--- src/design/ngs_pkg.sv ---
package ngs_pkg;

  localparam logic OPC_LOAD = 1'b0;
  localparam logic OPC_STEP = 1'b1;

  localparam logic CFG_GRAVITY = 1'b0;
  localparam logic CFG_ACTIVE  = 1'b1;

  localparam logic [63:0] EPS_Q32     = 64'd429497;
  localparam logic [64:0] CONTRIB_CAP = 65'h100_0000_0000;
  localparam logic [31:0] FRAC_ONE    = 32'h8000_0000;

  localparam logic [6:0] MUL_STEPS  = 7'd32;
  localparam logic [6:0] DIV_STEPS  = 7'd80;
  localparam logic [6:0] SQRT_STEPS = 7'd32;

  typedef enum logic [1:0] {
    OP_MUL,
    OP_DIV,
    OP_SQRT
  } alu_op_e;

  typedef struct packed {
    logic        start;
    alu_op_e     op;
    logic [79:0] a;
    logic [63:0] b;
  } alu_req_t;

  typedef struct packed {
    logic        done;
    logic [95:0] result;
  } alu_rsp_t;

  typedef struct packed {
    logic               opcode;
    logic [2:0]         body_index;
    logic signed [31:0] load_pos_x;
    logic signed [31:0] load_pos_y;
    logic signed [31:0] load_vel_x;
    logic signed [31:0] load_vel_y;
    logic [30:0]        load_mass;
    logic [30:0]        time_step;
    logic               hold_enable;
    logic [2:0]         hold_index;
  } in_t;

  typedef struct packed {
    logic [2:0]         out_index;
    logic signed [31:0] out_pos_x;
    logic signed [31:0] out_pos_y;
    logic signed [31:0] out_vel_x;
    logic signed [31:0] out_vel_y;
    logic               last_body;
  } out_t;

  function automatic logic [31:0] abs32(logic [31:0] v);
    return v[31] ? (~v + 32'd1) : v;
  endfunction

  function automatic logic signed [31:0] sat32(logic signed [63:0] v);
    if (v > 64'sd2147483647) begin
      return 32'sh7fff_ffff;
    end
    if (v < -64'sd2147483648) begin
      return 32'sh8000_0000;
    end
    return v[31:0];
  endfunction

endpackage

--- src/design/ngs_alu.sv ---
module ngs_alu (
  input  logic              clk_i,
  input  logic              rst_ni,
  input  ngs_pkg::alu_req_t req_i,
  output ngs_pkg::alu_rsp_t rsp_o
);
  import ngs_pkg::*;

  alu_op_e     op_q;
  logic [6:0]  cnt_q;
  logic        busy_q, done_q;
  logic [79:0] x_q, x_d;
  logic [64:0] y_q, y_d;
  logic [63:0] z_q, z_d;

  logic [64:0] msum, dt_v;
  logic [35:0] sr, strial;

  always_comb begin
    x_d    = x_q;
    y_d    = y_q;
    z_d    = z_q;
    msum   = {1'b0, y_q[63:0]} + (x_q[0] ? {1'b0, z_q} : 65'd0);
    dt_v   = {y_q[63:0], x_q[79]};
    sr     = {y_q[33:0], x_q[63:62]};
    strial = {2'b00, z_q[31:0], 2'b01};
    case (op_q)
      OP_MUL: begin
        y_d = {1'b0, msum[64:1]};
        x_d = {48'd0, msum[0], x_q[31:1]};
      end
      OP_DIV: begin
        if (dt_v >= {1'b0, z_q}) begin
          y_d = dt_v - {1'b0, z_q};
          x_d = {x_q[78:0], 1'b1};
        end else begin
          y_d = dt_v;
          x_d = {x_q[78:0], 1'b0};
        end
      end
      OP_SQRT: begin
        if (sr >= strial) begin
          y_d = {29'd0, sr - strial};
          z_d = {z_q[62:0], 1'b1};
        end else begin
          y_d = {29'd0, sr};
          z_d = {z_q[62:0], 1'b0};
        end
        x_d = {x_q[77:0], 2'b00};
      end
      default: ;
    endcase
  end

  always_ff @(posedge clk_i or negedge rst_ni) begin
    if (!rst_ni) begin
      busy_q <= 1'b0;
      done_q <= 1'b0;
      cnt_q  <= '0;
      op_q   <= OP_MUL;
    end else begin
      done_q <= busy_q && (cnt_q == 7'd1);
      if (req_i.start) begin
        busy_q <= 1'b1;
        op_q   <= req_i.op;
        case (req_i.op)
          OP_MUL:  cnt_q <= MUL_STEPS;
          OP_DIV:  cnt_q <= DIV_STEPS;
          default: cnt_q <= SQRT_STEPS;
        endcase
      end else if (busy_q) begin
        cnt_q <= cnt_q - 7'd1;
        if (cnt_q == 7'd1) begin
          busy_q <= 1'b0;
        end
      end
    end
  end

  always_ff @(posedge clk_i) begin
    if (req_i.start) begin
      y_q <= '0;
      case (req_i.op)
        OP_MUL: begin
          x_q <= {48'd0, req_i.b[31:0]};
          z_q <= req_i.a[63:0];
        end
        OP_DIV: begin
          x_q <= req_i.a;
          z_q <= req_i.b;
        end
        default: begin
          x_q <= req_i.a;
          z_q <= '0;
        end
      endcase
    end else if (busy_q) begin
      x_q <= x_d;
      y_q <= y_d;
      z_q <= z_d;
    end
  end

  always_comb begin
    rsp_o.done = done_q;
    case (op_q)
      OP_MUL:  rsp_o.result = {y_q[63:0], x_q[31:0]};
      OP_DIV:  rsp_o.result = {16'd0, x_q};
      default: rsp_o.result = {64'd0, z_q[31:0]};
    endcase
  end

endmodule

--- config.mk ---
export PLATFORM = sky130hd
export DESIGN_NAME = ngs_alu
export DESIGN_NICKNAME = d
export VERILOG_FILES = /design/src/design/ngs_pkg.sv /design/src/design/ngs_alu.sv
export SDC_FILE = /design/constraint.sdc
export NUM_CORES = 1
export LEC_CHECK = 0
export ABC_CLOCK_PERIOD_IN_PS = 23300
export BUFFER_PORTS_ARGS = -buffer_cell sky130_fd_sc_hd__buf_2
export CAP_MARGIN = 30
export CORE_ASPECT_RATIO = 1.75
export CORE_MARGIN = 4
export CORE_UTILIZATION = 45
export CTS_BUF_LIST = sky130_fd_sc_hd__clkbuf_8
export CTS_CLUSTER_SIZE = 14
export DETAILED_ROUTE_END_ITERATION = 6
export PLACE_DENSITY = 0.69
export SYNTH_ARGS = -nofsm -noshare
export SYNTH_HDL_FRONTEND = slang
export SYNTH_SLANG_ARGS = --single-unit
--- constraint.sdc ---
create_clock -name clk_i -period 23.3 [get_ports clk_i]
set_input_delay 0 -clock clk_i [delete_from_list [all_inputs] [get_ports clk_i]]
set_output_delay 0 -clock clk_i [all_outputs]
set_load 0.05 [all_outputs]
---- After elaboration in Yosys (flattened, before gate mapping) ----
Index checks and enable logic that the tools add are counted.
storage, ports and cells
  register bits ........................... 219
  output and inout bits ................... 97
  word-level logic and storage cells ...... 48
operators by class
  $add $sub $neg .......................... 4
  $lt $le $gt $ge ......................... 2
  equality and inequality tests ........... 4
  muxes and demuxes ....................... 21
  reductions and logical operators ........ 10
operator list
  operator                                           count
  two-way mux 64 bit                                 5
  two-way mux 80 bit                                 3
  case mux 80 bit (3 select lines)                   1
  case mux 64 bit (3 select lines)                   1
  case mux 96 bit (2 select lines)                   1
  case mux 64 bit (2 select lines)                   1
  adder 64 x 64 -> 65 bit                            1
  greater-or-equal comparator 65 x 64 -> 1 bit       1
  subtractor 64 bit                                  1
  greater-or-equal comparator 36 x 34 -> 1 bit       1
  two-way mux 36 bit                                 1
  subtractor 36 x 34 -> 36 bit                       1
  two-way mux 7 bit                                  3
  == test 7 x 1 -> 1 bit (second input constant)     1
  subtractor 7 x 1 -> 7 bit (second input constant)  1
  AND reduction 2 bit                                3
  two-way mux 1 bit                                  5
  == test 2 x 1 -> 1 bit (second input constant)     2
  zero test 2 bit                                    2
  nonzero test 2 bit                                 2
  nonzero test 4 bit                                 1
  nonzero test 3 bit                                 1
  == test 2 bit (second input constant)              1
  logical AND 1 bit                                  1

---- Depth between registers and ports, before layout ----
  depth after elaboration ................. 5
  depth in mapped cells ................... 17
  depth with buffers taken out ............ 15

---- Least setup slack after synthesis ----
OpenSTA, ideal clock, no wires.
  path kind ............................... register -> register
  start ................................... register op_q[0]
  end ..................................... register x_q[0] (enable)
  library setup time ...................... 0.535 ns
  arrival time ............................ 7.860 ns
  required time ........................... 22.765 ns
  setup slack ............................. 14.905 ns
  stages on the path, launching flop included .. 7
  path buffers ............................ 1
  period minus slack after synthesis ...... 8.395 ns
  cells stage by stage .................... dfrtp_1 inv_1 ha_1 clkbuf_1 inv_1 o21ai_0 o21bai_1
on the way
  cells in the longest elaborated chain, start to end .. 3
RTL lines
  what                                                  RTL line       RTL
  from (decl)                                           ngs_alu.sv:9   alu_op_e op_q;
  from (signal assigned)                                ngs_alu.sv:65  op_q <= req_i.op;
  == test 2 x 1 -> 1 bit, or another cell as far along  ngs_alu.sv:27  case (op_q)
  nonzero test 4 bit (no line) *                        --
  AND reduction 2 bit (no line) *                       --
  to (signal assigned)                                  ngs_alu.sv:85  x_q <= {48'd0, req_i.b[31:0]};
  to (signal assigned)                                  ngs_alu.sv:89  x_q <= req_i.a;
  to (signal assigned)                                  ngs_alu.sv:93  x_q <= req_i.a;
  to (decl)                                             ngs_alu.sv:12  logic [79:0] x_q, x_d;
Every way passes the cells marked *; elsewhere a longest branch is shown, timed or not.
A chain may end at the register's enable or synchronous reset.

---- Worst setup path after layout ----
  start ................................... register x_q[0]
  end ..................................... register y_q[52]
on the way
  cells in the longest elaborated chain, start to end .. 3
RTL lines
  what                              RTL line       RTL
  two-way mux 64 bit                ngs_alu.sv:23  msum = {1'b0, y_q[63:0]} + (x_q[0] ? {1'b0, z_q} : 65'd0);
  adder 64 x 64 -> 65 bit           ngs_alu.sv:23
  case mux 64 bit (3 select lines)  ngs_alu.sv:27
  to (signal assigned)              ngs_alu.sv:99  y_q <= y_d;
  to (decl)                         ngs_alu.sv:13  logic [64:0] y_q, y_d;
No other way between the ends.

==> results.sh <==
export IMPL_status="complete, but fails checks"
export IMPL_violations="design-rule violations"
export IMPL_cp_cell_sequence="buf_4 -> and2_1 -> ha_1 -> a21oi_1 -> o22ai_1 -> o31ai_1 -> o2111ai_1 -> o211ai_1 -> a31oi_1 -> a21oi_1 -> o21a_1 -> xor2_1 -> o21ai_0 -> o221a_2"
export IMPL_post_cts_buffers=0
export IMPL_cts_tree="done"
export IMPL_start_util_pct=45.49
export IMPL_wl_mm=107.0
export IMPL_yosysWarningCount=0
export IMPL_port_buffers=245
export IMPL_power_leakage_uw=0.01238
export IMPL_power_share_combinational_pct=58.1
export IMPL_grt_max_degree=81
export IMPL_switchingPower_uw=1265
export IMPL_drc=10
export IMPL_power_density_nw_per_um2=91.01
export IMPL_wl_per_cell_um=27.60
export IMPL_endpoint="y_q[52]"
export IMPL_core_area_um2=50600
export IMPL_vias_per_cell=6.433
export IMPL_reg2regPathDepth=14
export IMPL_dpl_hpwl_mm=79.97
export IMPL_hold_viol_final=0
export IMPL_critical_path_max_stage_delay_ns=1.02
export IMPL_fin_crit_sh_pct=23.24
export IMPL_path_common_cell="a21oi_1"
export IMPL_drt_first_iter_violations=2316
export IMPL_cts_sinks=219
export IMPL_maxCapViolations=0
export IMPL_clock_path_buffers=3
export IMPL_dr_pass1_iters=7
export IMPL_seq_area_frac_synth_pct=25.55
export IMPL_p_clk_share_pct=16.8
export IMPL_worst_r2r_endpoint="y_q[52]"
export IMPL_p_int_uw=1265
export IMPL_ys_flop_type="edfxtp_1"
export IMPL_min_path_type="in2reg"
export IMPL_synth_edf_count=144
export IMPL_skew_ns=0.01776
export IMPL_critPathMaxFanout=36
export IMPL_critPathBufInv=1
export IMPL_ant_nets=0
export IMPL_rows=109
export IMPL_worstPathRequired_ns=23.80
export IMPL_ir_drop_mv=0.05497
export IMPL_path_delay_family="compound AO/OA/AOI/OAI gates"
export IMPL_worst_path_max_delay_cell="edfxtp_1"
export IMPL_vias=24940
export IMPL_syn_to_final_growth_pct=20.79
export IMPL_syn_area_um2=23020
export IMPL_ys_types=96
export IMPL_die_x_um=179.0
export IMPL_clockRootBuffer="clkbuf_8"
export IMPL_fin_tns_setup_ns=0
export IMPL_grt_util_all_layers_pct=37.41
export IMPL_rrSetupSlack_ns=17.89
export IMPL_tightest_slew_ns=1.029
export IMPL_fmax_mhz=184.7
export IMPL_cts_clk_slew_worst_paths_ns=0.07
export IMPL_numCtsBuffers=40
export IMPL_cp_depth=14
export IMPL_setup_viol=0
export IMPL_cp_arrival_ns=5.92
export IMPL_ys_seq_elements=219
export IMPL_die_h_um=307.2
export IMPL_start_kind="flip-flop"
export IMPL_worstSetupEndpointType="flip-flop"
export IMPL_swShare_pct=49.99
export IMPL_drive_gt1_share_pct=14.71
export IMPL_globalRouteOverflowTotal=0
export IMPL_rr_startpoint="x_q[0]"
export IMPL_htreeDepth=2
export IMPL_fill_cells=4684
export IMPL_antenna_found_initial=2
export IMPL_clkLatencyLatePin_ns=0.61
export IMPL_period_minus_slack_ns=5.415
export IMPL_gp_congestion=0.9824
export IMPL_slew_viol_final=0
export IMPL_syn_num_nets=3148
export IMPL_relSlewSlack_pct=31.43
export IMPL_final_util_pct=54.95
export IMPL_worstSetupPathType="reg2reg"
export IMPL_syn_inst=2829
export IMPL_first_global_vias=25650
export IMPL_avgSynthCellArea_um2=8.137
export IMPL_finalNetCount=3495
export IMPL_dieArea_um2=54980
export IMPL_pwr_share_seq_pct=25.1
export IMPL_rsz0062_at_grt="false"
export IMPL_ios=246
export IMPL_grt_pass1_wl_mm=156.6
export IMPL_crit_start="x_q[0]"
export IMPL_async_flop_share_pct=5.023
[worst reg2reg max path: cells and delay by family (launching register included)]
| kind | cells | cell delay, ns |
|---|---|---|
| AND/OR/NAND/NOR | 1 | 0.23 |
| XOR/XNOR | 1 | 0.15 |
| adder cells (fa/ha/maj) | 1 | 0.34 |
| buffers and inverters | 1 | 0.53 |
| flip-flops | 1 | 1.02 |
| AO/OA/AOI/OAI | 10 | 3.06 |
[cells by family after synthesis]
logic type / synth area share (%)
and+or+nand+nor: 16.33
xor gates and xnor gates: 5.593
adders and majority gates: 9.306
buffers and inverters: 5.305
muxes: 8.469
AOI/OAI and AO/OA: 29.45
DFF: 25.55
[layout make-up]
cell class,instances,area (um^2),share of cell area [%]
multi-input combinational,2303,16030,57.65
sequential,219,5881,21.15
timing repair buffer,495,3755,13.50
tap,666,833.3,2.997
clock buffer,44,605.6,2.178
inverter,117,439.2,1.580
clock inverter,30,257.7,0.9270
antenna,2,5.005,0.01800
[cell usage after synthesis, types with 12 or more instances]
cell type | n | area [um^2]
mux2_2 | 89 | 1002
xnor2_1 | 88 | 770.7
o21a_1 | 30 | 225.2
o21bai_1 | 32 | 240.2
a21o_1 | 92 | 690.7
and3_1 | 22 | 137.6
a31oi_1 | 34 | 212.7
a22o_1 | 49 | 429.2
xor2_1 | 59 | 516.8
ha_1 | 168 | 2102
a21oi_1 | 248 | 1241
nand2b_1 | 13 | 81.33
clkbuf_1 | 149 | 559.3
nor2b_1 | 16 | 100.1
inv_1 | 117 | 439.2
dfxtp_1 | 64 | 1281
a22oi_1 | 60 | 450.4
buf_1 | 20 | 75.07
buf_2 | 12 | 60.06
o21ai_0 | 166 | 830.8
a211oi_1 | 44 | 330.3
a221o_1 | 29 | 290.3
o211ai_1 | 12 | 90.09
nor4_1 | 15 | 93.84
and2_1 | 90 | 563.0
a221oi_1 | 28 | 245.2
edfxtp_1 | 144 | 4324
nand4_1 | 41 | 256.5
o31ai_1 | 15 | 112.6
nor3_1 | 39 | 195.2
nand2_1 | 297 | 1115
nand3_1 | 73 | 365.4
o22ai_1 | 84 | 525.5
mux2i_1 | 89 | 890.9
nor2_1 | 141 | 529.3
[metal layers]
metal  GRT usage [%]  up-vias  part of all wire, %
met5               0        -                    0
met4           31.66        0                   10
met3           5.281      384                  5.8
met2           65.01     1222                   49
met1           39.03    11950                   35
li1                -    11380                    -
[placed cells by master, fill, tap and decap left out, types with 9 or more instances in the layout]
cell	count
o21a_1	30
xnor2_1	88
a221o_1	29
a221oi_1	28
xor2_1	59
a21o_1	92
a22oi_1	60
nor2b_1	16
o31ai_1	15
o21ai_0	165
dfrtp_1	11
nand2b_1	11
nand3_1	73
buf_2	243
a211oi_1	44
and4_1	9
nand2_1	297
inv_1	128
mux2i_1	89
buf_4	30
o211ai_1	12
a22o_1	49
clkbuf_8	44
dfxtp_1	64
nor3_1	39
nand4_1	41
mux2_2	89
and3_1	22
ha_1	166
dlygate4sd3_1	215
edfxtp_1	144
and2_1	90
o21bai_1	31
nor4_1	15
nor2_1	133
a31oi_1	34
o22ai_1	84
a21oi_1	248
[registers in the layout, indices dropped and copies added (netlist names)]
| name | cells |
|---|---|
| z_q | 64 |
| y_q | 64 |
| op_q | 2 |
| cnt_q | 7 |
| done_q | 1 |
| busy_q | 1 |
| x_q | 80 |
[worst min-delay path by stage]
| stage | start | endpoint | cells past startpoint |
|---|---|---|---|
| 2_1_floorplan | rst_ni | busy_q | 0 |
| 3_3_place_gp | rst_ni | done_q | 1 |
| 3_5_place_dp | rst_ni | busy_q | 1 |
| 4_1_cts | req_i[144] | z_q[45] | 3 |
| 5_1_grt | req_i[144] | z_q[45] | 3 |
| 6_report | req_i[144] | z_q[45] | 3 |
[per-stage QoR]
step / cells / power [uW] / hold WS, ns / worst slack (ns) / instance area, um^2
CTS: 3873 / 2497 / 0.1299 / 17.98 / 27770
floorplan: 2829 / 1587 / -0.2956 / 14.90 / 23020
finish: 3876 / 2530 / 0.1418 / 17.89 / 27800
detailed placement: 3584 / 2032 / -0.1072 / 17.99 / 24760
global placement: 3579 / 2021 / -0.1210 / 18.03 / 24630
global route: 3875 / 2653 / 0.1524 / 17.55 / 27800
[power groups by stage]
| stage | combinational (uW) | sequential [uW] | clock, uW |
|---|---|---|---|
| after CTS | 1440 | 625 | 431 |
| final | 1470 | 634 | 426 |
| after floorplan | 1030 | 555 | 0 |
| after global placement | 1390 | 633 | 0 |
| after detailed placement | 1400 | 633 | 0 |
| after global routing | 1570 | 634 | 444 |
[what timing repair did]
| action | CTS | global route |
|---|---|---|
| gates resized for setup | 0 | 0 |
| endpoints found under the hold margin | 165 | 0 |
| hold buffers | 215 | 0 |
Note: power is estimated with default switching activity, not from simulation.
